File: src/hw/rtl/frst_pkg.sv
// Shared constants, codes and types of the frame range step timer.
`timescale 1ns / 1ps
`default_nettype none

package frst_pkg;

    localparam int TIME_BITS   = 32;
    localparam int MAX_CATCHUP = 32;
    localparam int CNT_W       = $clog2(MAX_CATCHUP + 1);
    localparam int CMP_W       = (TIME_BITS > 32) ? TIME_BITS : 32;
    localparam int Q_DEPTH     = 2;
    localparam int Q_AW        = $clog2(Q_DEPTH);
    localparam int APB_AW      = 5;

    localparam logic [2:0] ACT_START = 3'd0;
    localparam logic [2:0] ACT_PROG  = 3'd1;
    localparam logic [2:0] ACT_STOP  = 3'd2;
    localparam logic [2:0] ACT_FIN   = 3'd3;
    localparam logic [2:0] ACT_SHIFT = 3'd4;

    localparam logic [1:0] EV_FRAME  = 2'd0;
    localparam logic [1:0] EV_START  = 2'd1;
    localparam logic [1:0] EV_FINISH = 2'd2;
    localparam logic [1:0] EV_STOP   = 2'd3;

    localparam logic [1:0] ST_IDLE = 2'd0;
    localparam logic [1:0] ST_RUN  = 2'd1;
    localparam logic [1:0] ST_FIN  = 2'd2;
    localparam logic [1:0] ST_STOP = 2'd3;

    localparam logic [2:0] REG_DELAY   = 3'd0;
    localparam logic [2:0] REG_FIRST   = 3'd1;
    localparam logic [2:0] REG_FINAL   = 3'd2;
    localparam logic [2:0] REG_LIMIT   = 3'd3;
    localparam logic [2:0] REG_FOREVER = 3'd4;

    typedef struct packed {
        logic [31:0] frame_delay;
        logic [15:0] first_frame;
        logic [15:0] final_frame;
        logic [15:0] repeat_limit;
        logic        repeat_forever;
    } t_cfg;

    typedef struct packed {
        logic [2:0]  op;
        logic [31:0] value;
    } t_qent;

endpackage

`default_nettype wire

File: src/hw/rtl/frst_cfg.sv
// Configuration register file behind the APB-style port.
`timescale 1ns / 1ps
`default_nettype none

module frst_cfg
    import frst_pkg::*;
(
    input  wire logic              i_clk,
    input  wire logic              i_rst_n,
    input  wire logic              psel,
    input  wire logic              penable,
    input  wire logic              pwrite,
    input  wire logic [APB_AW-1:0] paddr,
    input  wire logic [31:0]       pwdata,
    output logic      [31:0]       prdata,
    output logic                   pready,
    output t_cfg                   o_cfg
);

    t_cfg       r_cfg;
    logic [2:0] w_idx;
    logic       w_wr;

    assign w_idx  = paddr[APB_AW-1:2];
    assign w_wr   = psel && penable && pwrite;
    assign pready = 1'b1;
    assign o_cfg  = r_cfg;

    always_ff @(posedge i_clk) begin
        if (!i_rst_n) begin
            r_cfg.frame_delay    <= 32'd1;
            r_cfg.first_frame    <= 16'd0;
            r_cfg.final_frame    <= 16'd0;
            r_cfg.repeat_limit   <= 16'd1;
            r_cfg.repeat_forever <= 1'b0;
        end else if (w_wr) begin
            case (w_idx)
                REG_DELAY:   r_cfg.frame_delay    <= pwdata;
                REG_FIRST:   r_cfg.first_frame    <= pwdata[15:0];
                REG_FINAL:   r_cfg.final_frame    <= pwdata[15:0];
                REG_LIMIT:   r_cfg.repeat_limit   <= pwdata[15:0];
                REG_FOREVER: r_cfg.repeat_forever <= pwdata[0];
                default: begin
                end
            endcase
        end
    end

    always_comb begin
        case (w_idx)
            REG_DELAY:   prdata = r_cfg.frame_delay;
            REG_FIRST:   prdata = {16'd0, r_cfg.first_frame};
            REG_FINAL:   prdata = {16'd0, r_cfg.final_frame};
            REG_LIMIT:   prdata = {16'd0, r_cfg.repeat_limit};
            REG_FOREVER: prdata = {31'd0, r_cfg.repeat_forever};
            default:     prdata = 32'd0;
        endcase
    end

endmodule

`default_nettype wire

File: src/hw/rtl/frst_front.sv
// Front end: accepts requests, drops undefined actions and builds queue entries.
`timescale 1ns / 1ps
`default_nettype none

module frst_front
    import frst_pkg::*;
(
    input  wire logic        i_s_tvalid,
    output logic             o_s_tready,
    input  wire logic [63:0] i_s_tdata,
    input  wire logic [2:0]  i_s_tuser,
    input  wire logic        i_full,
    output logic             o_push,
    output t_qent            o_ent
);

    logic w_known;

    assign w_known = (i_s_tuser == ACT_START) || (i_s_tuser == ACT_PROG) ||
                     (i_s_tuser == ACT_STOP)  || (i_s_tuser == ACT_FIN)  ||
                     (i_s_tuser == ACT_SHIFT);

    assign o_s_tready = !i_full;
    assign o_push     = i_s_tvalid && !i_full && w_known;
    assign o_ent.op   = i_s_tuser;
    // carry the shift for a time shift, the timestamp otherwise
    assign o_ent.value = (i_s_tuser == ACT_SHIFT) ? i_s_tdata[63:32] : i_s_tdata[31:0];

endmodule

`default_nettype wire

File: src/hw/rtl/frst_queue.sv
// Short request queue between front and back end.
`timescale 1ns / 1ps
`default_nettype none

module frst_queue
    import frst_pkg::*;
(
    input  wire logic  i_clk,
    input  wire logic  i_rst_n,
    input  wire logic  i_push,
    input  wire t_qent i_ent,
    input  wire logic  i_pop,
    output logic       o_full,
    output logic       o_empty,
    output t_qent      o_head
);

    t_qent            r_mem [Q_DEPTH];
    logic [Q_AW-1:0]  r_wr;
    logic [Q_AW-1:0]  r_rd;
    logic [Q_AW:0]    r_cnt;
    logic             w_push;
    logic             w_pop;

    assign o_full  = (r_cnt == (Q_AW + 1)'(Q_DEPTH));
    assign o_empty = (r_cnt == '0);
    assign o_head  = r_mem[r_rd];
    assign w_push  = i_push && !o_full;
    assign w_pop   = i_pop && !o_empty;

    always_ff @(posedge i_clk) begin
        if (w_push) begin
            r_mem[r_wr] <= i_ent;
        end
    end

    always_ff @(posedge i_clk) begin
        if (!i_rst_n) begin
            r_wr  <= '0;
            r_rd  <= '0;
            r_cnt <= '0;
        end else begin
            if (w_push) begin
                r_wr <= r_wr + 1'b1;
            end
            if (w_pop) begin
                r_rd <= r_rd + 1'b1;
            end
            r_cnt <= r_cnt + (Q_AW + 1)'(w_push) - (Q_AW + 1)'(w_pop);
        end
    end

endmodule

`default_nettype wire

File: src/hw/rtl/frst_back.sv
// Back end: sequence state, catch-up stepping and result output.
`timescale 1ns / 1ps
`default_nettype none

module frst_back
    import frst_pkg::*;
(
    input  wire logic        i_clk,
    input  wire logic        i_rst_n,
    input  wire t_cfg        i_cfg,
    input  wire logic        i_empty,
    input  wire t_qent       i_head,
    output logic             o_pop,
    output logic             o_m_tvalid,
    input  wire logic        i_m_tready,
    output logic [31:0]      o_m_tdata,
    output logic [1:0]       o_m_tuser,
    output logic             o_m_tlast
);

    localparam logic [2:0] B_IDLE   = 3'd0;
    localparam logic [2:0] B_START2 = 3'd1;
    localparam logic [2:0] B_LOOP   = 3'd2;
    localparam logic [2:0] B_FIN    = 3'd3;
    localparam logic [2:0] B_FLUSH  = 3'd4;

    logic [2:0]           r_state, n_state;
    logic [1:0]           r_status, n_status;
    logic [TIME_BITS-1:0] r_lst, n_lst;
    logic [TIME_BITS-1:0] r_now, n_now;
    logic [15:0]          r_frame, n_frame;
    logic [15:0]          r_rep, n_rep;
    logic [CNT_W-1:0]     r_cnt, n_cnt;

    logic        r_pv;
    logic [1:0]  r_pk;
    logic [15:0] r_pf;
    logic [15:0] r_pr;

    logic        r_ov;
    logic [1:0]  r_ok;
    logic [15:0] r_of;
    logic [15:0] r_or;
    logic        r_ol;

    logic                 w_out_free;
    logic                 w_can_push;
    logic                 w_push;
    logic [1:0]           w_push_kind;
    logic [15:0]          w_push_frame;
    logic [15:0]          w_push_rep;
    logic                 w_flush;
    logic                 w_load_out;
    logic [TIME_BITS-1:0] w_q_now;
    logic [TIME_BITS-1:0] w_diff;
    logic                 w_due;
    logic [15:0]          w_step_frame;
    logic [15:0]          w_rep_inc;

    assign w_out_free   = !r_ov || i_m_tready;
    assign w_can_push   = !r_pv || w_out_free;
    assign w_q_now      = TIME_BITS'(i_head.value);
    assign w_diff       = r_now - r_lst;
    assign w_due        = (r_now > r_lst) &&
                          (CMP_W'(w_diff) >= CMP_W'(i_cfg.frame_delay)) &&
                          (r_cnt < CNT_W'(MAX_CATCHUP));
    assign w_step_frame = (r_frame == i_cfg.final_frame) ? i_cfg.first_frame
                                                         : r_frame + 16'd1;
    assign w_rep_inc    = r_rep + 16'd1;
    assign w_load_out   = (w_push && r_pv) || w_flush;

    always_comb begin
        n_state      = r_state;
        n_status     = r_status;
        n_lst        = r_lst;
        n_now        = r_now;
        n_frame      = r_frame;
        n_rep        = r_rep;
        n_cnt        = r_cnt;
        o_pop        = 1'b0;
        w_push       = 1'b0;
        w_push_kind  = EV_FRAME;
        w_push_frame = r_frame;
        w_push_rep   = r_rep;
        w_flush      = 1'b0;
        case (r_state)
            B_IDLE: begin
                if (!i_empty) begin
                    o_pop = 1'b1;
                    case (i_head.op)
                        ACT_START: begin
                            n_lst        = w_q_now;
                            n_status     = ST_RUN;
                            n_frame      = i_cfg.first_frame;
                            n_rep        = 16'd0;
                            w_push       = 1'b1;
                            w_push_kind  = EV_START;
                            w_push_frame = i_cfg.first_frame;
                            w_push_rep   = 16'd0;
                            n_state      = B_START2;
                        end
                        ACT_PROG: begin
                            if (r_status == ST_RUN) begin
                                n_now   = w_q_now;
                                n_cnt   = '0;
                                n_state = B_LOOP;
                            end
                        end
                        ACT_STOP, ACT_FIN: begin
                            if (r_status == ST_RUN) begin
                                w_push = 1'b1;
                                if (i_head.op == ACT_STOP) begin
                                    n_status    = ST_STOP;
                                    w_push_kind = EV_STOP;
                                end else begin
                                    n_status    = ST_FIN;
                                    w_push_kind = EV_FINISH;
                                end
                                n_state = B_FLUSH;
                            end
                        end
                        ACT_SHIFT: begin
                            n_lst = r_lst + TIME_BITS'(i_head.value);
                        end
                        default: begin
                        end
                    endcase
                end
            end
            B_START2: begin
                if (w_can_push) begin
                    w_push  = 1'b1;
                    n_state = B_FLUSH;
                end
            end
            B_LOOP: begin
                if (w_can_push) begin
                    if (w_due) begin
                        n_frame      = w_step_frame;
                        n_lst        = r_lst + TIME_BITS'(i_cfg.frame_delay);
                        n_cnt        = r_cnt + 1'b1;
                        w_push       = 1'b1;
                        w_push_frame = w_step_frame;
                        // frame result shows the count before this repetition
                        if (w_step_frame == i_cfg.final_frame && !i_cfg.repeat_forever) begin
                            n_rep = w_rep_inc;
                            if (w_rep_inc == i_cfg.repeat_limit) begin
                                n_status = ST_FIN;
                                n_state  = B_FIN;
                            end
                        end
                    end else begin
                        n_state = B_FLUSH;
                    end
                end
            end
            B_FIN: begin
                if (w_can_push) begin
                    w_push      = 1'b1;
                    w_push_kind = EV_FINISH;
                    n_state     = B_FLUSH;
                end
            end
            B_FLUSH: begin
                if (!r_pv) begin
                    n_state = B_IDLE;
                end else if (w_out_free) begin
                    w_flush = 1'b1;
                    n_state = B_IDLE;
                end
            end
            default: begin
                n_state = B_IDLE;
            end
        endcase
    end

    always_ff @(posedge i_clk) begin
        if (!i_rst_n) begin
            r_state  <= B_IDLE;
            r_status <= ST_IDLE;
            r_lst    <= '0;
            r_now    <= '0;
            r_frame  <= '0;
            r_rep    <= '0;
            r_cnt    <= '0;
            r_pv     <= 1'b0;
            r_ov     <= 1'b0;
        end else begin
            r_state  <= n_state;
            r_status <= n_status;
            r_lst    <= n_lst;
            r_now    <= n_now;
            r_frame  <= n_frame;
            r_rep    <= n_rep;
            r_cnt    <= n_cnt;
            if (w_push) begin
                r_pv <= 1'b1;
            end else if (w_flush) begin
                r_pv <= 1'b0;
            end
            if (w_load_out) begin
                r_ov <= 1'b1;
            end else if (i_m_tready) begin
                r_ov <= 1'b0;
            end
        end
    end

    always_ff @(posedge i_clk) begin
        if (w_push) begin
            r_pk <= w_push_kind;
            r_pf <= w_push_frame;
            r_pr <= w_push_rep;
        end
        if (w_load_out) begin
            r_ok <= r_pk;
            r_of <= r_pf;
            r_or <= r_pr;
            r_ol <= w_flush;
        end
    end

    assign o_m_tvalid = r_ov;
    assign o_m_tdata  = {r_or, r_of};
    assign o_m_tuser  = r_ok;
    assign o_m_tlast  = r_ol;

endmodule

`default_nettype wire

File: src/hw/rtl/frame_range_step_timer.sv
// Top level of the frame range step timer.
`timescale 1ns / 1ps
`default_nettype none

// Timestamp-driven frame sequencer. Requests are taken in the cycle they are
// offered unless the two-entry queue is full; undefined actions are dropped,
// and the back end works through the rest one at a time. A time shift or an
// ignored request is handled in the idle state, a stop or finish is followed by
// a flush state, a start by a second push state and a flush; a progress
// request is accepted, then steps one frame at a time up to MAX_CATCHUP (32)
// steps, gives the finish result or ends catch-up, and closes in a flush. The
// single shared step unit and the output register pass one result per cycle
// while the output is not stalled. Results leave through a pending slot and an
// output register so that the last result of a request carries tlast.

module frame_range_step_timer
    import frst_pkg::*;
(
    input  wire logic              i_clk,
    input  wire logic              i_rst_n,
    input  wire logic              i_s_tvalid,
    output logic                   o_s_tready,
    input  wire logic [63:0]       i_s_tdata,  // time_value, shift_amount
    input  wire logic [2:0]        i_s_tuser,  // action
    output logic                   o_m_tvalid,
    input  wire logic              i_m_tready,
    output logic      [31:0]       o_m_tdata,  // frame_number, repeat_number
    output logic      [1:0]        o_m_tuser,  // event_kind
    output logic                   o_m_tlast,  // last_result
    input  wire logic              psel,
    input  wire logic              penable,
    input  wire logic              pwrite,
    input  wire logic [APB_AW-1:0] paddr,
    input  wire logic [31:0]       pwdata,
    output logic      [31:0]       prdata,
    output logic                   pready
);

    t_cfg  w_cfg;
    t_qent w_ent;
    t_qent w_head;
    logic  w_push;
    logic  w_pop;
    logic  w_full;
    logic  w_empty;

    frst_cfg u_cfg (
        .i_clk   (i_clk),
        .i_rst_n (i_rst_n),
        .psel    (psel),
        .penable (penable),
        .pwrite  (pwrite),
        .paddr   (paddr),
        .pwdata  (pwdata),
        .prdata  (prdata),
        .pready  (pready),
        .o_cfg   (w_cfg)
    );

    frst_front u_front (
        .i_s_tvalid (i_s_tvalid),
        .o_s_tready (o_s_tready),
        .i_s_tdata  (i_s_tdata),
        .i_s_tuser  (i_s_tuser),
        .i_full     (w_full),
        .o_push     (w_push),
        .o_ent      (w_ent)
    );

    frst_queue u_queue (
        .i_clk   (i_clk),
        .i_rst_n (i_rst_n),
        .i_push  (w_push),
        .i_ent   (w_ent),
        .i_pop   (w_pop),
        .o_full  (w_full),
        .o_empty (w_empty),
        .o_head  (w_head)
    );

    frst_back u_back (
        .i_clk      (i_clk),
        .i_rst_n    (i_rst_n),
        .i_cfg      (w_cfg),
        .i_empty    (w_empty),
        .i_head     (w_head),
        .o_pop      (w_pop),
        .o_m_tvalid (o_m_tvalid),
        .i_m_tready (i_m_tready),
        .o_m_tdata  (o_m_tdata),
        .o_m_tuser  (o_m_tuser),
        .o_m_tlast  (o_m_tlast)
    );

endmodule

`default_nettype wire

File: config.mk
export PLATFORM = sky130hd
export DESIGN_NAME = frame_range_step_timer
export DESIGN_NICKNAME = d
export VERILOG_FILES = /design/src/hw/rtl/frst_pkg.sv /design/src/hw/rtl/frst_cfg.sv /design/src/hw/rtl/frst_front.sv /design/src/hw/rtl/frst_queue.sv /design/src/hw/rtl/frst_back.sv /design/src/hw/rtl/frame_range_step_timer.sv
export SDC_FILE = /design/constraint.sdc
export NUM_CORES = 1
export LEC_CHECK = 0
export BUFFER_PORTS_ARGS = -buffer_cell sky130_fd_sc_hd__buf_2
export CORE_AREA = 5 5 302 186
export DETAILED_ROUTE_END_ITERATION = 8
export DIE_AREA = 0 0 307 191
export GPL_TIMING_DRIVEN = 0
export PLACE_DENSITY_LB_ADDON = 0.05
export SLEW_MARGIN = 20
export SYNTH_ARGS = -nofsm -noshare
export SYNTH_HDL_FRONTEND = slang
export SYNTH_SLANG_ARGS = --single-unit
File: constraint.sdc
create_clock -name i_clk -period 9.11 [get_ports i_clk]
set_clock_uncertainty 0.2 [all_clocks]
set_input_delay 0.4555 -clock i_clk [delete_from_list [all_inputs] [get_ports i_clk]]
set_output_delay 0.4555 -clock i_clk [all_outputs]
set_load 0.005 [all_outputs]
==> impl_metrics.xml <==
<?xml version="1.0" encoding="UTF-8"?>
<metrics>
  <group name="timing">
    <metric name="setup_viol" unit="">0</metric>
    <metric name="finalSetupTns" unit="ns">0</metric>
    <metric name="setup_repair_after_global_routing_missed_its_margin" unit="">false</metric>
    <metric name="max_clock_freq" unit="MHz">127</metric>
    <metric name="hold_viol_final" unit="">0</metric>
    <metric name="worst_pin_slew" unit="ns">1.09</metric>
    <metric name="final-max-slew-violation-count" unit="">0</metric>
    <metric name="finalWorstPathRequiredPeriod" unit="ns">7.87</metric>
    <metric name="fin_worst_hold_slack" unit="ns">0.00856</metric>
    <metric name="worst_slew_margin_rel" unit="">0.256</metric>
    <metric name="final.period_utilization" unit="">0.863</metric>
  </group>
  <group name="clocking">
    <metric name="clkSlewWorstSetupHoldPaths" unit="ns">0.06</metric>
    <metric name="htreeDepth" unit="">2</metric>
    <metric name="cts_tree" unit="">built</metric>
    <metric name="cts_root_buffer" unit="">sky130_fd_sc_hd__clkbuf_16</metric>
    <metric name="clock_latency" unit="ns">0.56</metric>
    <metric name="clock-sinks" unit="">334</metric>
    <metric name="post_cts_buffers" unit="">0</metric>
    <metric name="clk_path_buf_depth" unit="">3</metric>
    <metric name="tritoncts.num_buffers" unit="">37</metric>
  </group>
  <group name="critical_path">
    <metric name="cp-start-kind" unit="">flip-flop</metric>
    <metric name="path_cells" unit="">inv_1 &gt; ha_1 &gt; clkbuf_1 &gt; a21o_1 &gt; a31oi_1 &gt; o21ai_1 &gt; or4_1 &gt; a31o_1 &gt; a2111oi_0 &gt; nor3_1 &gt; nor3_1 &gt; o31ai_1 &gt; xor2_1 &gt; ha_1 &gt; nand4_1 &gt; nor3_1 &gt; nand4_1 &gt; a21oi_1 &gt; o21ai_0 &gt; a21oi_1 &gt; o21a_1 &gt; clkbuf_1 &gt; mux2i_1 &gt; o22ai_1</metric>
    <metric name="cp_max_fo" unit="">10</metric>
    <metric name="cp_data_required_time" unit="ns">9.30</metric>
    <metric name="ff2ff_path_depth" unit="">24</metric>
    <metric name="timing.setup.critical_path_class" unit="">flip-flop to flip-flop</metric>
    <metric name="critPathTopFamily" unit="">compound AO/OA/AOI/OAI gates</metric>
    <metric name="cpMaxStageDelayCell" unit="">sky130_fd_sc_hd__clkbuf_1</metric>
    <metric name="timing.critical_path.mode_cell" unit="">sky130_fd_sc_hd__nor3_1</metric>
    <metric name="worstReg2RegEnd" unit="">u_back.r_lst[31]</metric>
    <metric name="crit_path_start" unit="">u_back.r_lst[12]</metric>
    <metric name="worstReg2RegStart" unit="">u_back.r_lst[12]</metric>
    <metric name="critPathArrivalTime" unit="ns">8.05</metric>
    <metric name="critical-path-max-stage-delay" unit="ns">0.74</metric>
    <metric name="r2r_slack" unit="ns">1.24</metric>
    <metric name="end_kind" unit="">flip-flop</metric>
    <metric name="worst-path-buf-inv" unit="">3</metric>
  </group>
  <group name="floorplanning">
    <metric name="die_x" unit="um">307</metric>
    <metric name="top_level_ports" unit="">181</metric>
    <metric name="row_count" unit="">66</metric>
    <metric name="die_area" unit="um2">58600</metric>
    <metric name="die_height" unit="um">191</metric>
    <metric name="start_util" unit="">0.394</metric>
    <metric name="floorplan.core_area" unit="um2">53300</metric>
  </group>
  <group name="synthesis">
    <metric name="async_s_r_ff_share_synth" unit="">0</metric>
    <metric name="postSynthRegisterBits" unit="">334</metric>
    <metric name="yosys_warnings" unit="">0</metric>
    <metric name="post_synth_net_total" unit="">2574</metric>
    <metric name="synth_commonest_cells" unit="">sky130_fd_sc_hd__nand2_1 (273), sky130_fd_sc_hd__a21oi_1 (215), sky130_fd_sc_hd__dfxtp_1 (195), sky130_fd_sc_hd__nor2_1 (157), sky130_fd_sc_hd__edfxtp_1 (139)</metric>
    <metric name="synth_top_area_share" unit="">0.199</metric>
    <metric name="post_synthesis_instance_area" unit="um2">21000</metric>
    <metric name="synth_cells" unit="">2329</metric>
    <metric name="synth_top_flop_cell" unit="">sky130_fd_sc_hd__dfxtp_1</metric>
    <metric name="synth.avg_cell_area" unit="um2">9.01</metric>
    <metric name="synth_edf_count" unit="">139</metric>
    <metric name="yosysMostFrequentCell" unit="">sky130_fd_sc_hd__nand2_1</metric>
    <metric name="yosysSeqAreaShare" unit="">0.385</metric>
    <metric name="synth.largest_area_cell" unit="">sky130_fd_sc_hd__edfxtp_1</metric>
    <metric name="count_of_cell_types_in_the_netlist" unit="">88</metric>
    <metric name="synth_area_leaders" unit="">sky130_fd_sc_hd__edfxtp_1 (20%), sky130_fd_sc_hd__dfxtp_1 (19%), sky130_fd_sc_hd__ha_1 (7.8%), sky130_fd_sc_hd__a21oi_1 (5.1%), sky130_fd_sc_hd__nand2_1 (4.9%)</metric>
  </group>
  <group name="detailed_routing">
    <metric name="dr_total_vias" unit="">19100</metric>
    <metric name="vias_per_cell" unit="">5.75</metric>
    <metric name="drt_iter0_drc" unit="">1969</metric>
    <metric name="routedWlPerCell" unit="um">23.5</metric>
    <metric name="totalWireLength" unit="um">78100</metric>
    <metric name="route.antenna.remaining_nets" unit="">0</metric>
    <metric name="drc" unit="">0</metric>
    <metric name="drt-pass1-iter-count" unit="">5</metric>
  </group>
  <group name="power_and_ir_drop">
    <metric name="max_ir_drop_vdd" unit="mV">0.222</metric>
    <metric name="power" unit="mW">7.88</metric>
    <metric name="pwr-share-clk" unit="">0.207</metric>
    <metric name="power.share.switching" unit="">0.442</metric>
    <metric name="pwr-share-comb" unit="">0.550</metric>
    <metric name="switching_power" unit="mW">3.48</metric>
    <metric name="pwr_density_cell" unit="nW/um2">322</metric>
    <metric name="internal_power" unit="mW">4.40</metric>
    <metric name="total_leakage_power" unit="nW">9.59</metric>
    <metric name="power.share.sequential" unit="">0.243</metric>
  </group>
  <group name="placement">
    <metric name="dp.final_hpwl" unit="um">62400</metric>
    <metric name="placement.io_buffers" unit="">176</metric>
    <metric name="place.gp.congestion" unit="">1.00</metric>
  </group>
  <group name="layout">
    <metric name="layout-drive-gt1-share" unit="">0.146</metric>
    <metric name="layout.nets" unit="">2817</metric>
    <metric name="area_growth_syn_to_layout" unit="%">16.5</metric>
    <metric name="fillerInstances" unit="">5198</metric>
  </group>
  <group name="hold_path">
    <metric name="hold_end" unit="">u_cfg.o_cfg[30]</metric>
    <metric name="worstHoldPathCells" unit="">3</metric>
    <metric name="hp-class" unit="">input pin to flip-flop</metric>
    <metric name="timing.hold.worst.start" unit="">pwdata[13]</metric>
  </group>
  <group name="global_routing">
    <metric name="grt.total_usage" unit="">0.257</metric>
    <metric name="grt_pass1_wl" unit="um">114000</metric>
    <metric name="grt_max_degree" unit="">25</metric>
    <metric name="first_global_vias" unit="">17400</metric>
    <metric name="grt_overflow_total" unit="">0</metric>
    <metric name="initial_antenna_violation_count" unit="">3</metric>
  </group>
  <group name="run">
    <metric name="cap_viol_max_count" unit="">0</metric>
  </group>
  <group name="run_status">
    <metric name="status" unit="">completed</metric>
  </group>
</metrics>
area by class of cell:
class                           count  area (um2)  area share
Antenna cell                        2        5.00    0.000205
Buffer                            118         498      0.0204
Clock buffer                       53        1140      0.0468
Clock inverter                     15         156     0.00640
Inverter                          123         462      0.0189
Multi-Input combinational cell   1754       12000       0.491
Sequential cell                   334        8080       0.330
Tap cell                          714         893      0.0365
Timing Repair Buffer              204        1210      0.0495
per-layer routing:
layer  GRT usage  share of wire  up-vias
met5      0.0158         0.0017        -
met4      0.0384          0.012        2
met3      0.0814           0.11       78
met2       0.324           0.36      818
met1       0.419           0.51     9220
li1            -              -     8945
sequential cells by signal, summed over array words and instances, names as in the netlist, named ones only:
name / count
u_queue.r_rd: 1
u_queue.r_mem: 70
u_back.o_m_tvalid: 1
u_back.r_lst: 32
u_back.r_or: 16
u_queue.r_wr: 1
u_back.r_status: 2
u_back.r_pv: 1
u_back.r_of: 16
u_back.r_frame: 16
u_back.r_pr: 16
u_back.r_now: 32
u_back.r_state: 3
u_back.r_cnt: 6
u_back.o_m_tlast: 1
u_back.r_pk: 2
u_cfg.o_cfg: 81
u_queue.r_cnt: 2
u_back.r_pf: 16
u_back.o_m_tuser: 2
u_back.r_rep: 16
cells by family after synthesis:
| group | share of synthesized area |
|---|---|
| buf+inv | 0.0456 |
| simple gates | 0.168 |
| flops | 0.385 |
| other cells | 0.000179 |
| mux | 0.0694 |
| compound gates | 0.189 |
| xor+xnor | 0.0622 |
| fa+ha+maj | 0.0810 |
cells in the final DEF (no fill, tap or decap), types with 54 or more instances in the layout:
master                     synthesis  routed
sky130_fd_sc_hd__and2_1           57      57
sky130_fd_sc_hd__mux2_2           54      54
sky130_fd_sc_hd__inv_1           121     121
sky130_fd_sc_hd__a21oi_1         215     215
sky130_fd_sc_hd__xnor2_1          86      86
sky130_fd_sc_hd__dfxtp_1         195     195
sky130_fd_sc_hd__xor2_1           63      63
sky130_fd_sc_hd__edfxtp_1        139     139
sky130_fd_sc_hd__clkbuf_1         91      92
sky130_fd_sc_hd__buf_2            14     190
sky130_fd_sc_hd__nand3_1          61      61
sky130_fd_sc_hd__nand2_1         273     273
sky130_fd_sc_hd__nor2_1          157     154
sky130_fd_sc_hd__o21ai_0          76      76
sky130_fd_sc_hd__ha_1            131     131
power by group through the flow:
stage / Combinational (mW) / Sequential (mW) / Clock [mW]
final: 4.33 / 1.92 / 1.63
after global routing: 4.70 / 1.94 / 1.73
after CTS: 4.22 / 1.92 / 1.66
after detailed placement: 4.18 / 1.95 / 0
after global placement: 4.10 / 1.96 / 0
after floorplan: 2.98 / 1.91 / 0
how the worst max path moves through the flow:
stage | endpoint | slack, ns | cells after the start
6_report | u_back.r_lst[31] | 1.24 | 24
3_5_place_dp | u_back.r_lst[31] | 1.63 | 24
2_1_floorplan | u_back.o_m_tlast | 2.03 | 24
3_3_place_gp | u_back.r_or[14] | -0.84 | 24
5_1_grt | u_back.r_lst[18] | 0.98 | 24
4_1_cts | u_back.r_lst[31] | 1.59 | 24
worst min-delay path, stage by stage:
cell                      delay [ns]
sky130_fd_sc_hd__buf_2          0.15
sky130_fd_sc_hd__nand2_1        0.07
sky130_fd_sc_hd__a21oi_1        0.05
what timing repair did:
item,4_1_cts,5_1_grt
hold endpoints to repair,26,0
resized for setup,0,0
hold buffers,22,0
per-stage QoR:
step	setup slack, ns	utilization	cell area, um2	instances
finish	1.24	0.459	24500	3317
global route	0.978	0.459	24400	3315
CTS	1.59	0.459	24400	3315
detailed placement	1.63	0.430	22900	3225
global placement	-0.836	0.427	22800	3219
floorplan	2.03	-	21000	2329
Note: power is estimated with default switching activity, not from simulation.
